--- src/hw/rtl/tsq_pkg.sv ---
// Shared constants, codes and controller/datapath interface types for the two-stack queue.
package tsq_pkg;

    localparam int STACK_DEPTH = 16;
    localparam int DATA_WIDTH  = 32;
    localparam int IO_W        = 32;
    localparam int CNT_W       = $clog2(STACK_DEPTH + 1);
    localparam int ADDR_W      = (STACK_DEPTH > 1) ? $clog2(STACK_DEPTH) : 1;

    typedef enum logic [1:0] {
        ST_DONE  = 2'd0,
        ST_FULL  = 2'd1,
        ST_EMPTY = 2'd2
    } status_t;

    typedef enum logic [2:0] {
        S_IDLE,
        S_EXEC,
        S_POP,
        S_MV_RD,
        S_MV_WR
    } state_t;

    typedef struct packed {
        logic    load;
        logic    push;
        logic    pop_rd;
        logic    mv_rd;
        logic    mv_wr;
        logic    respond;
        logic    use_pop;
        status_t rsp_status;
    } ctrl_cmd_t;

    typedef struct packed {
        logic op_deq;
        logic in_full;
        logic in_empty;
        logic out_empty;
    } dp_stat_t;

endpackage

--- src/hw/rtl/tsq_ram.sv ---
// Generic single-write, single-read RAM with registered read data.
module tsq_ram #(
    parameter int WIDTH = 32,
    parameter int DEPTH = 16
) (
    input  logic                                         clk,
    input  logic                                         we,
    input  logic [((DEPTH > 1) ? $clog2(DEPTH) : 1)-1:0] waddr,
    input  logic [WIDTH-1:0]                             wdata,
    input  logic                                         re,
    input  logic [((DEPTH > 1) ? $clog2(DEPTH) : 1)-1:0] raddr,
    output logic [WIDTH-1:0]                             rdata
);

    logic [WIDTH-1:0] mem [DEPTH];
    logic [WIDTH-1:0] rdata_reg;

    always_ff @(posedge clk)
    begin
        if (we)
        begin
            mem[waddr] <= wdata;
        end
        if (re)
        begin
            rdata_reg <= mem[raddr];
        end
    end

    assign rdata = rdata_reg;

endmodule

--- src/hw/rtl/tsq_ctrl.sv ---
// Controller state machine: sequences pushes, pops and stack-to-stack transfers.
module tsq_ctrl (
    input  logic              clk,
    input  logic              rst_n,
    input  logic              start,
    output logic              busy,
    input  tsq_pkg::dp_stat_t stat,
    output tsq_pkg::ctrl_cmd_t cmd
);

    tsq_pkg::state_t state_reg;
    tsq_pkg::state_t state_next;

    always_ff @(posedge clk or negedge rst_n)
    begin
        if (!rst_n)
        begin
            state_reg <= tsq_pkg::S_IDLE;
        end
        else
        begin
            state_reg <= state_next;
        end
    end

    always_comb
    begin
        state_next = state_reg;
        unique case (state_reg)
            tsq_pkg::S_IDLE:
            begin
                if (start)
                begin
                    state_next = tsq_pkg::S_EXEC;
                end
            end
            tsq_pkg::S_EXEC:
            begin
                if (!stat.op_deq)
                begin
                    if (!stat.in_full || !stat.out_empty)
                    begin
                        state_next = tsq_pkg::S_IDLE;
                    end
                    else
                    begin
                        state_next = tsq_pkg::S_MV_RD;
                    end
                end
                else
                begin
                    if (!stat.out_empty)
                    begin
                        state_next = tsq_pkg::S_POP;
                    end
                    else if (stat.in_empty)
                    begin
                        state_next = tsq_pkg::S_IDLE;
                    end
                    else
                    begin
                        state_next = tsq_pkg::S_MV_RD;
                    end
                end
            end
            tsq_pkg::S_POP:
            begin
                state_next = tsq_pkg::S_IDLE;
            end
            tsq_pkg::S_MV_RD:
            begin
                state_next = tsq_pkg::S_MV_WR;
            end
            tsq_pkg::S_MV_WR:
            begin
                if (stat.in_empty)
                begin
                    state_next = tsq_pkg::S_EXEC;
                end
                else
                begin
                    state_next = tsq_pkg::S_MV_RD;
                end
            end
            default:
            begin
                state_next = tsq_pkg::S_IDLE;
            end
        endcase
    end

    always_comb
    begin
        cmd            = '0;
        cmd.rsp_status = tsq_pkg::ST_DONE;
        busy           = 1'b1;
        unique case (state_reg)
            tsq_pkg::S_IDLE:
            begin
                busy     = 1'b0;
                cmd.load = start;
            end
            tsq_pkg::S_EXEC:
            begin
                if (!stat.op_deq)
                begin
                    if (!stat.in_full)
                    begin
                        cmd.push    = 1'b1;
                        cmd.respond = 1'b1;
                    end
                    else if (!stat.out_empty)
                    begin
                        cmd.respond    = 1'b1;
                        cmd.rsp_status = tsq_pkg::ST_FULL;
                    end
                end
                else
                begin
                    if (!stat.out_empty)
                    begin
                        cmd.pop_rd = 1'b1;
                    end
                    else if (stat.in_empty)
                    begin
                        cmd.respond    = 1'b1;
                        cmd.rsp_status = tsq_pkg::ST_EMPTY;
                    end
                end
            end
            tsq_pkg::S_POP:
            begin
                cmd.respond = 1'b1;
                cmd.use_pop = 1'b1;
            end
            tsq_pkg::S_MV_RD:
            begin
                cmd.mv_rd = 1'b1;
            end
            tsq_pkg::S_MV_WR:
            begin
                cmd.mv_wr = 1'b1;
            end
            default:
            begin
                busy = 1'b1;
            end
        endcase
    end

endmodule

--- src/hw/rtl/tsq_dp.sv ---
// Datapath: stack memories, stack counters, request latch and result registers.
module tsq_dp (
    input  logic                      clk,
    input  logic                      rst_n,
    input  tsq_pkg::ctrl_cmd_t        cmd,
    output tsq_pkg::dp_stat_t         stat,
    input  logic                      func,
    input  logic signed [31:0]        data_in,
    output logic                      done,
    output logic [1:0]                status,
    output logic signed [31:0]        data_out,
    output logic                      queue_empty
);

    logic [tsq_pkg::CNT_W-1:0]      in_cnt_reg;
    logic [tsq_pkg::CNT_W-1:0]      in_cnt_next;
    logic [tsq_pkg::CNT_W-1:0]      out_cnt_reg;
    logic [tsq_pkg::CNT_W-1:0]      out_cnt_next;
    logic [tsq_pkg::CNT_W-1:0]      in_top;
    logic [tsq_pkg::CNT_W-1:0]      out_top;
    logic                           op_reg;
    logic                           op_next;
    logic [tsq_pkg::DATA_WIDTH-1:0] data_reg;
    logic [tsq_pkg::DATA_WIDTH-1:0] data_next;
    logic [63:0]                    in_wide;
    logic [63:0]                    rd_wide;
    logic [tsq_pkg::DATA_WIDTH-1:0] in_rdata;
    logic [tsq_pkg::DATA_WIDTH-1:0] out_rdata;
    logic                           done_reg;
    tsq_pkg::status_t               status_reg;
    tsq_pkg::status_t               status_next;
    logic [tsq_pkg::IO_W-1:0]       dout_reg;
    logic [tsq_pkg::IO_W-1:0]       dout_next;
    logic                           qempty_reg;
    logic                           qempty_next;

    assign in_top  = in_cnt_reg - tsq_pkg::CNT_W'(1);
    assign out_top = out_cnt_reg - tsq_pkg::CNT_W'(1);

    tsq_ram #(
        .WIDTH (tsq_pkg::DATA_WIDTH),
        .DEPTH (tsq_pkg::STACK_DEPTH)
    ) u_in_ram (
        .clk   (clk),
        .we    (cmd.push),
        .waddr (in_cnt_reg[tsq_pkg::ADDR_W-1:0]),
        .wdata (data_reg),
        .re    (cmd.mv_rd),
        .raddr (in_top[tsq_pkg::ADDR_W-1:0]),
        .rdata (in_rdata)
    );

    tsq_ram #(
        .WIDTH (tsq_pkg::DATA_WIDTH),
        .DEPTH (tsq_pkg::STACK_DEPTH)
    ) u_out_ram (
        .clk   (clk),
        .we    (cmd.mv_wr),
        .waddr (out_cnt_reg[tsq_pkg::ADDR_W-1:0]),
        .wdata (in_rdata),
        .re    (cmd.pop_rd),
        .raddr (out_top[tsq_pkg::ADDR_W-1:0]),
        .rdata (out_rdata)
    );

    always_comb
    begin
        in_cnt_next = in_cnt_reg;
        if (cmd.push)
        begin
            in_cnt_next = in_cnt_reg + tsq_pkg::CNT_W'(1);
        end
        else if (cmd.mv_rd)
        begin
            in_cnt_next = in_top;
        end

        out_cnt_next = out_cnt_reg;
        if (cmd.pop_rd)
        begin
            out_cnt_next = out_top;
        end
        else if (cmd.mv_wr)
        begin
            out_cnt_next = out_cnt_reg + tsq_pkg::CNT_W'(1);
        end
    end

    assign in_wide     = 64'(unsigned'(data_in));
    assign rd_wide     = 64'(out_rdata);
    assign op_next     = cmd.load ? func : op_reg;
    assign data_next   = cmd.load ? in_wide[tsq_pkg::DATA_WIDTH-1:0] : data_reg;
    assign status_next = cmd.respond ? cmd.rsp_status : status_reg;
    assign dout_next   = cmd.respond ? (cmd.use_pop ? rd_wide[tsq_pkg::IO_W-1:0] : '0)
                                     : dout_reg;
    assign qempty_next = cmd.respond ? ((in_cnt_next == '0) && (out_cnt_next == '0))
                                     : qempty_reg;

    always_ff @(posedge clk or negedge rst_n)
    begin
        if (!rst_n)
        begin
            in_cnt_reg  <= '0;
            out_cnt_reg <= '0;
            done_reg    <= 1'b0;
        end
        else
        begin
            in_cnt_reg  <= in_cnt_next;
            out_cnt_reg <= out_cnt_next;
            done_reg    <= cmd.respond;
        end
    end

    always_ff @(posedge clk)
    begin
        op_reg     <= op_next;
        data_reg   <= data_next;
        status_reg <= status_next;
        dout_reg   <= dout_next;
        qempty_reg <= qempty_next;
    end

    assign stat.op_deq    = op_reg;
    assign stat.in_full   = (in_cnt_reg == tsq_pkg::CNT_W'(tsq_pkg::STACK_DEPTH));
    assign stat.in_empty  = (in_cnt_reg == '0);
    assign stat.out_empty = (out_cnt_reg == '0);

    assign done        = done_reg;
    assign status      = status_reg;
    assign data_out    = dout_reg;
    assign queue_empty = qempty_reg;

    a_in_cnt_bound: assert property (@(posedge clk) disable iff (!rst_n)
        in_cnt_reg <= tsq_pkg::CNT_W'(tsq_pkg::STACK_DEPTH))
        else $error("in-stack count out of range");

    a_out_cnt_bound: assert property (@(posedge clk) disable iff (!rst_n)
        out_cnt_reg <= tsq_pkg::CNT_W'(tsq_pkg::STACK_DEPTH))
        else $error("out-stack count out of range");

    a_push_room: assert property (@(posedge clk) disable iff (!rst_n)
        cmd.push |-> !stat.in_full)
        else $error("push into full in-stack");

    a_pop_data: assert property (@(posedge clk) disable iff (!rst_n)
        cmd.pop_rd |=> (cmd.respond && cmd.use_pop))
        else $error("pop read not followed by result");

    a_xfer_order: assert property (@(posedge clk) disable iff (!rst_n)
        cmd.mv_rd |=> (cmd.mv_wr && (out_cnt_reg != tsq_pkg::CNT_W'(tsq_pkg::STACK_DEPTH))))
        else $error("transfer write missing or out-stack overflow");

endmodule

--- src/hw/rtl/two_stack_queue.sv ---
// Top level of the two-stack queue: controller and datapath.
//
// A command is taken when start is high and busy is low; func 0 enqueues data_in, func 1
// dequeues. Every command yields exactly one result, shown for one cycle with done high:
// status (0 done, 1 full, 2 empty), data_out (dequeued value, else zero) and queue_empty.
// The result cannot be held off, so capture it on the done cycle. An enqueue's result is
// registered from the execute state, a dequeue's from the pop state after the out-stack read
// (an empty refusal from the execute state); busy is already low in the result cycle, so the
// next command can be accepted then. When the out-stack must be refilled, the whole in-stack
// is moved across first, each element read through the in-stack memory's registered read port
// and then written to the out-stack, before the command is re-run.
module two_stack_queue (
    input  logic               clk,
    input  logic               rst_n,
    input  logic               start,
    output logic               busy,
    input  logic               func,
    input  logic signed [31:0] data_in,
    output logic               done,
    output logic [1:0]         status,
    output logic signed [31:0] data_out,
    output logic               queue_empty
);

    tsq_pkg::ctrl_cmd_t cmd;
    tsq_pkg::dp_stat_t  stat;

    tsq_ctrl u_ctrl (
        .clk   (clk),
        .rst_n (rst_n),
        .start (start),
        .busy  (busy),
        .stat  (stat),
        .cmd   (cmd)
    );

    tsq_dp u_dp (
        .clk         (clk),
        .rst_n       (rst_n),
        .cmd         (cmd),
        .stat        (stat),
        .func        (func),
        .data_in     (data_in),
        .done        (done),
        .status      (status),
        .data_out    (data_out),
        .queue_empty (queue_empty)
    );

endmodule

--- config.mk ---
export PLATFORM = sky130hd
export DESIGN_NAME = two_stack_queue
export DESIGN_NICKNAME = d
export VERILOG_FILES = /design/src/hw/rtl/tsq_pkg.sv /design/src/hw/rtl/tsq_ram.sv /design/src/hw/rtl/tsq_ctrl.sv /design/src/hw/rtl/tsq_dp.sv /design/src/hw/rtl/two_stack_queue.sv
export SDC_FILE = /design/constraint.sdc
export NUM_CORES = 1
export LEC_CHECK = 0
export BUFFER_PORTS_ARGS = -buffer_cell sky130_fd_sc_hd__buf_2
export CORE_UTILIZATION = 45
export DETAILED_ROUTE_END_ITERATION = 6
export PLACE_DENSITY = 0.57
export SLEW_MARGIN = 10
export SYNTH_ARGS = -nofsm -noshare
export SYNTH_HDL_FRONTEND = slang
export SYNTH_SLANG_ARGS = --single-unit
--- constraint.sdc ---
create_clock -name clk -period 8.8 [get_ports clk]
set_clock_uncertainty 0.1 [all_clocks]
set_input_delay 1.32 -clock clk [delete_from_list [all_inputs] [get_ports clk]]
set_output_delay 1.32 -clock clk [all_outputs]
set_load 0.005 [all_outputs]
-- Word-level counts from Yosys, hierarchy flattened
Memories as Yosys holds them, arrays and structs flattened. A register that Yosys moved wholly into a read port is not among the register bits.
Index checks and enable logic that the tools add are counted.
- bits in writable memories: 1024
- memories kept: 2
- bits in registers: 82
- output and inout bits: 37
- memories (memory ; words ; width ; read ports ; clocked after Yosys merged registers in ; wr ports ; RTL line ; RTL):
    u_dp.u_in_ram.mem ; 16 ; 32 ; 1 ; 1 ; 1 ; tsq_ram.sv:15 ; logic [WIDTH-1:0] mem [DEPTH];
    u_dp.u_out_ram.mem ; 16 ; 32 ; 1 ; 1 ; 1 ; tsq_ram.sv:15 ;
- reduce and logical (&&, ||, !) cells: 9
- add/subtract/negate cells: 4
- mux-type cells: 35
- eq/ne operators: 6
- operator list (kind ; number):
    5-bit logical NOT ; 4
    5-bit two-way mux ; 4
    1-bit two-way mux ; 18
    2-bit two-way mux ; 8
    3-bit one-hot mux with 4 select lines ; 1
    5-bit by 1-bit adder with 5-bit output (second input constant) ; 2
    5-bit by 1-bit subtractor with 5-bit output (second input constant) ; 2
    3-bit two-way mux ; 3
    3-bit by 2-bit == test with 1-bit output (second input constant) ; 2
    5-bit == test (second input constant) ; 1
    3-bit by 1-bit == test with 1-bit output (second input constant) ; 1
    3-bit == test (second input constant) ; 1
    3-bit logical NOT ; 1
    1-bit logical NOT ; 2
    2-bit != test (second input constant) ; 1
    1-bit one-hot mux with 2 select lines ; 1
    1-bit logical AND ; 1
    1-bit logical OR ; 1

-- Logic depth before layout (Yosys ltp)
- depth in word-level cells: 7
- depth in mapped cells: 10

-- Hierarchy
A second synthesis with hierarchy kept.
- cells, all modules: 1874
- area, all modules: 43514.2 sq um
- modules (own cells, without submodules) (module ; area each (sq um) ; instances ; cells an instance):
    tsq_ram at u_dp.u_out_ram ; 20174.3 ; 1 ; 838
    tsq_ram at u_dp.u_in_ram ; 20155.6 ; 1 ; 838
    tsq_dp ; 2939.1 ; 1 ; 168
    tsq_ctrl ; 245.2 ; 1 ; 30

-- Least setup slack after synthesis
No wires, ideal clock.
- kind: register -> register
- start point: register u_dp.out_cnt_reg[0] (netlist name)
- end point: register u_dp.dout_reg, in the netlist u_dp.data_out[0], enable pin
- stages on the path, launching flop included: 10
- period minus slack after synthesis: 4.294 ns
- path slack: 4.506 ns
- buffers on the path: 2
- arrival: 3.754 ns
- cell sequence: dfrtp_1 > buf_2 > buf_1 > inv_1 > ha_1 > nor4b_1 > nand3_1 > mux2i_1 > nand3b_1 > a21oi_1
- RTL lines (element ; RTL line ; RTL):
    from (decl) ; tsq_dp.sv:17 ; logic [tsq_pkg::CNT_W-1:0] out_cnt_reg;
    from (signal assigned) ; tsq_dp.sv:110 ; out_cnt_reg <= out_cnt_next;
    to (signal assigned) ; tsq_dp.sv:120 ; dout_reg <= dout_next;
    to (decl) ; tsq_dp.sv:32 ; logic [tsq_pkg::IO_W-1:0] dout_reg;

-- Worst setup path in the final report
- start point: register u_dp.in_cnt_reg[0] (netlist name)
- end point: register u_dp.u_in_ram.rdata_reg[25], in the netlist u_dp.u_in_ram.rdata[25] (read register of u_dp.u_in_ram.mem), data pin
- cells in the longest elaborated chain, start to end: 1
- RTL lines (element ; RTL line ; RTL):
    from (decl) ; tsq_dp.sv:15 ; logic [tsq_pkg::CNT_W-1:0] in_cnt_reg;
    from (signal assigned) ; tsq_dp.sv:109 ; in_cnt_reg <= in_cnt_next;
    5-bit by 1-bit subtractor with 5-bit output ; tsq_dp.sv:37 ; assign in_top = in_cnt_reg - tsq_pkg::CNT_W'(1);
    to (decl) ; tsq_ram.sv:16 ; logic [WIDTH-1:0] rdata_reg;
Every way passes these cells.
A chain may end at the register's enable or synchronous reset.

==> impl_metrics.csv <==
group,metric,value,unit
outcome,status,"complete, no violations",
power_and_ir_drop,p_leak,15.5,nW
timing,fin_crit_sh,52.3,%
placement,place_area,46000,µm²
synth,ys_seq_area_share,80.0,%
floorplanning,dieArea,98700,µm²
floorplanning,die_h,314,µm
finish,syn_to_final_growth,13.3,%
clock_tree,cts_setup_buffers,0,
placement,dp_slack,4.07,ns
clock_tree,clkSlewWorstSetupHoldPaths,0.06,ns
clock_tree,h-tree-depth,3,
clock_tree,clkLatencyLatePin,0.67,ns
clock_tree,cts_buffers,117,
route,vias,18600,
synth,ys_dominant_reg_cell,"edfxtp_1",
job,drv_cap,0,
timing,worst_slew_pin_slew,1.17,ns
hold_path,holdCritPathClass,"reg2reg",
worst_setup_path,worstPathMaxFanout,77,
synth,synth_warnings,0,
grt,grt.overflow.total,0,
clock_tree,clock_sinks,1170,
grt,grt_start_max_net_pins,111,
worst_setup_path,cp_data_arrival_time,4.91,ns
clock_tree,cts_tree,"done",
route,vias_per_cell,5.69,
worst_setup_path,crit_type,"reg2reg",
clock_tree,holdBufCountCts,0,
grt,grt_pass1_wl,136,mm
grt,grtUsageTotal,19.3,%
power_and_ir_drop,peakVddDrop,0.000259,V
worst_setup_path,cp_top_family,"buffers and inverters",
placement,place_hpwl,45.3,mm
timing,rsz0062_at_grt,"false",
timing,fin_hold_ws,0.415,ns
floorplanning,boundaryPins,73,
timing,max_freq,217,MHz
finish,drive_above_1_share,32.4,%
finish,fin_nets,1954,
worst_setup_path,crit_buf_inv,2,
power_and_ir_drop,p_sw_share,27.9,%
clock_tree,root_buffer,"clkbuf_16",
power_and_ir_drop,combPwrFrac,27.0,%
timing,setup_viol,0,
synth,async_flop_share,1.20,%
route,drt-pass1-iter-count,5,
finish,layout_commonest_cell,"edfxtp_1",
grt,grt_pass1_vias,19900,
synth,syn_area,43800,µm²
synth,synth_edf_count,1156,
power_and_ir_drop,power_frac_seq,44.6,%
synth,synth-seq-cells,1170,
timing,hold_viol,0,
power_and_ir_drop,switching_power,4.67,mW
worst_setup_path,end_kind,"flip-flop",
power_and_ir_drop,cellPowerDensity,337,nW/µm²
timing,min_period,4.60,ns
placement,place.gp.congestion,0.732,
floorplanning,core,96600,µm²
timing,setup_ws,4.20,ns
worst_setup_path,critPathMaxStageDelay,1.13,ns
placement,placed_cells,3065,
finish,post-route-util,51.4,%
worst_setup_path,cp_common_cell,"mux4_2",
synth,syn_nets,1799,
finish,layout_common_cells,"edfxtp_1 (1156), mux4_2 (320), clkbuf_16 (121)",
worst_setup_path,worst_setup_path_start_kind,"flip-flop",
route,route.detailed.drc,0,
floorplanning,die_w,314,µm
power_and_ir_drop,pwr-share-clk,28.5,%
synth,synth.avg_cell_area,25.0,µm²
route,drt_wl_total,93.1,mm
worst_setup_path,slowest_stage,"ha_4",
finish,diodes,0,
synth,post_synth_num_cell_types,49,
placement,place.port_buffers,72,
route,dr.first_iter.drc_count,1492,
floorplanning,initial_core_util,45.4,%
finish,largestRegisters,"u_dp.u_in_ram.mem: 512 flops, u_dp.u_out_ram.mem: 512 flops",
timing,setup_tns,0,ns
timing,slew-limit-headroom,22.2,%
clock_tree,ctsLongestPathBuffers,3,
route,wl_per_cell,28.4,µm
finish,fin_area,49700,µm²
clock_tree,cts_repair_resize_count,0,
floorplanning,rows,114,
worst_setup_path,cp_cell_sequence,"inv_1, ha_4, buf_4, mux4_2, mux4_2",
worst_setup_path,worstPathRequired,9.11,ns
power_and_ir_drop,p_int,12.1,mW
route,drtAntennaViolNets,0,
timing,maxSlewViolCount,0,
finish,final_cells,3278,
synth,netlist_instances,1753,
grt,antenna_found_initial,2,
power_and_ir_drop,p_total,16.7,mW
-- kinds of logic after synthesis --
family / Yosys count / synth area share (%)
buf+inv: 92 / 0.996
compound gates: 18 / 0.288
fa+ha+maj: 10 / 0.285
xor+xnor: 11 / 0.220
mux: 321 / 16.5
flops: 1170 / 80.0
simple gates: 131 / 1.76
-- path summary, 6_finish.rpt --
check                           slack [ns]                                end  depth (start not counted)                               start
worst max-delay path                  4.20  u_dp.u_in_ram.rdata[25]$_DFFE_PP_                          5        u_dp.in_cnt_reg[0]$_DFF_PN0_
worst min-delay path                  0.42    u_dp.data_out[21]$_SDFFCE_PN0P_                          1  u_dp.u_out_ram.rdata[21]$_DFFE_PP_
worst max register to register        4.20  u_dp.u_in_ram.rdata[25]$_DFFE_PP_                          5        u_dp.in_cnt_reg[0]$_DFF_PN0_
worst min register to register        0.42    u_dp.data_out[21]$_SDFFCE_PN0P_                          1  u_dp.u_out_ram.rdata[21]$_DFFE_PP_
max in group asynchronous             7.74      u_dp.out_cnt_reg[0]$_DFF_PN0_                          1                               rst_n
min in group asynchronous             0.49                u_dp.done$_DFF_PN0_                          1                               rst_n
-- cells in the mapped netlist, types with 2 or more instances --
cell | count | share of area, %
a21oi_1 | 5 | 0.057
a32oi_1 | 2 | 0.040
and2_1 | 45 | 0.64
and3_1 | 6 | 0.086
buf_1 | 4 | 0.034
buf_2 | 34 | 0.39
buf_4 | 9 | 0.15
buf_6 | 2 | 0.051
clkbuf_1 | 35 | 0.30
dfrtp_1 | 14 | 0.80
edfxtp_1 | 1156 | 79
ha_1 | 10 | 0.29
inv_1 | 8 | 0.069
mux4_2 | 320 | 16
nand2_1 | 12 | 0.10
nand2b_1 | 3 | 0.043
nand3_1 | 3 | 0.034
nand3b_1 | 2 | 0.034
nand4_1 | 3 | 0.043
nand4bb_1 | 3 | 0.077
nor2_1 | 31 | 0.27
nor3_1 | 5 | 0.057
nor4_1 | 2 | 0.029
or3_1 | 5 | 0.071
xnor2_1 | 9 | 0.18
xor2_1 | 2 | 0.040
-- layout make-up --
type	count	area (µm²)
fillers	7412	46900
flip-flops and latches	1170	35100
multi-input cells	491	8580
clock buffers	147	3130
well taps	1276	1600
repair buffers	120	733
clock inverters	66	541
inverters	8	30.0
-- power groups by stage --
stage,Combinational [mW],Clock [mW],Sequential [mW]
after floorplan,3.51,0,7.29
after global placement,4.57,0,7.54
after detailed placement,4.63,0,7.58
after CTS,4.64,4.86,7.46
after global routing,4.85,5.06,7.53
final,4.51,4.76,7.45
-- layer usage --
layer	GRT usage [%]	vias to the layer above	share of wire, %
met5	0	-	0
met4	5.12	0	2.0
met3	2.67	136	4.8
met2	32.5	498	51
met1	26.7	10200	43
li1	-	7828	-
(Power assumes the default switching activity.)
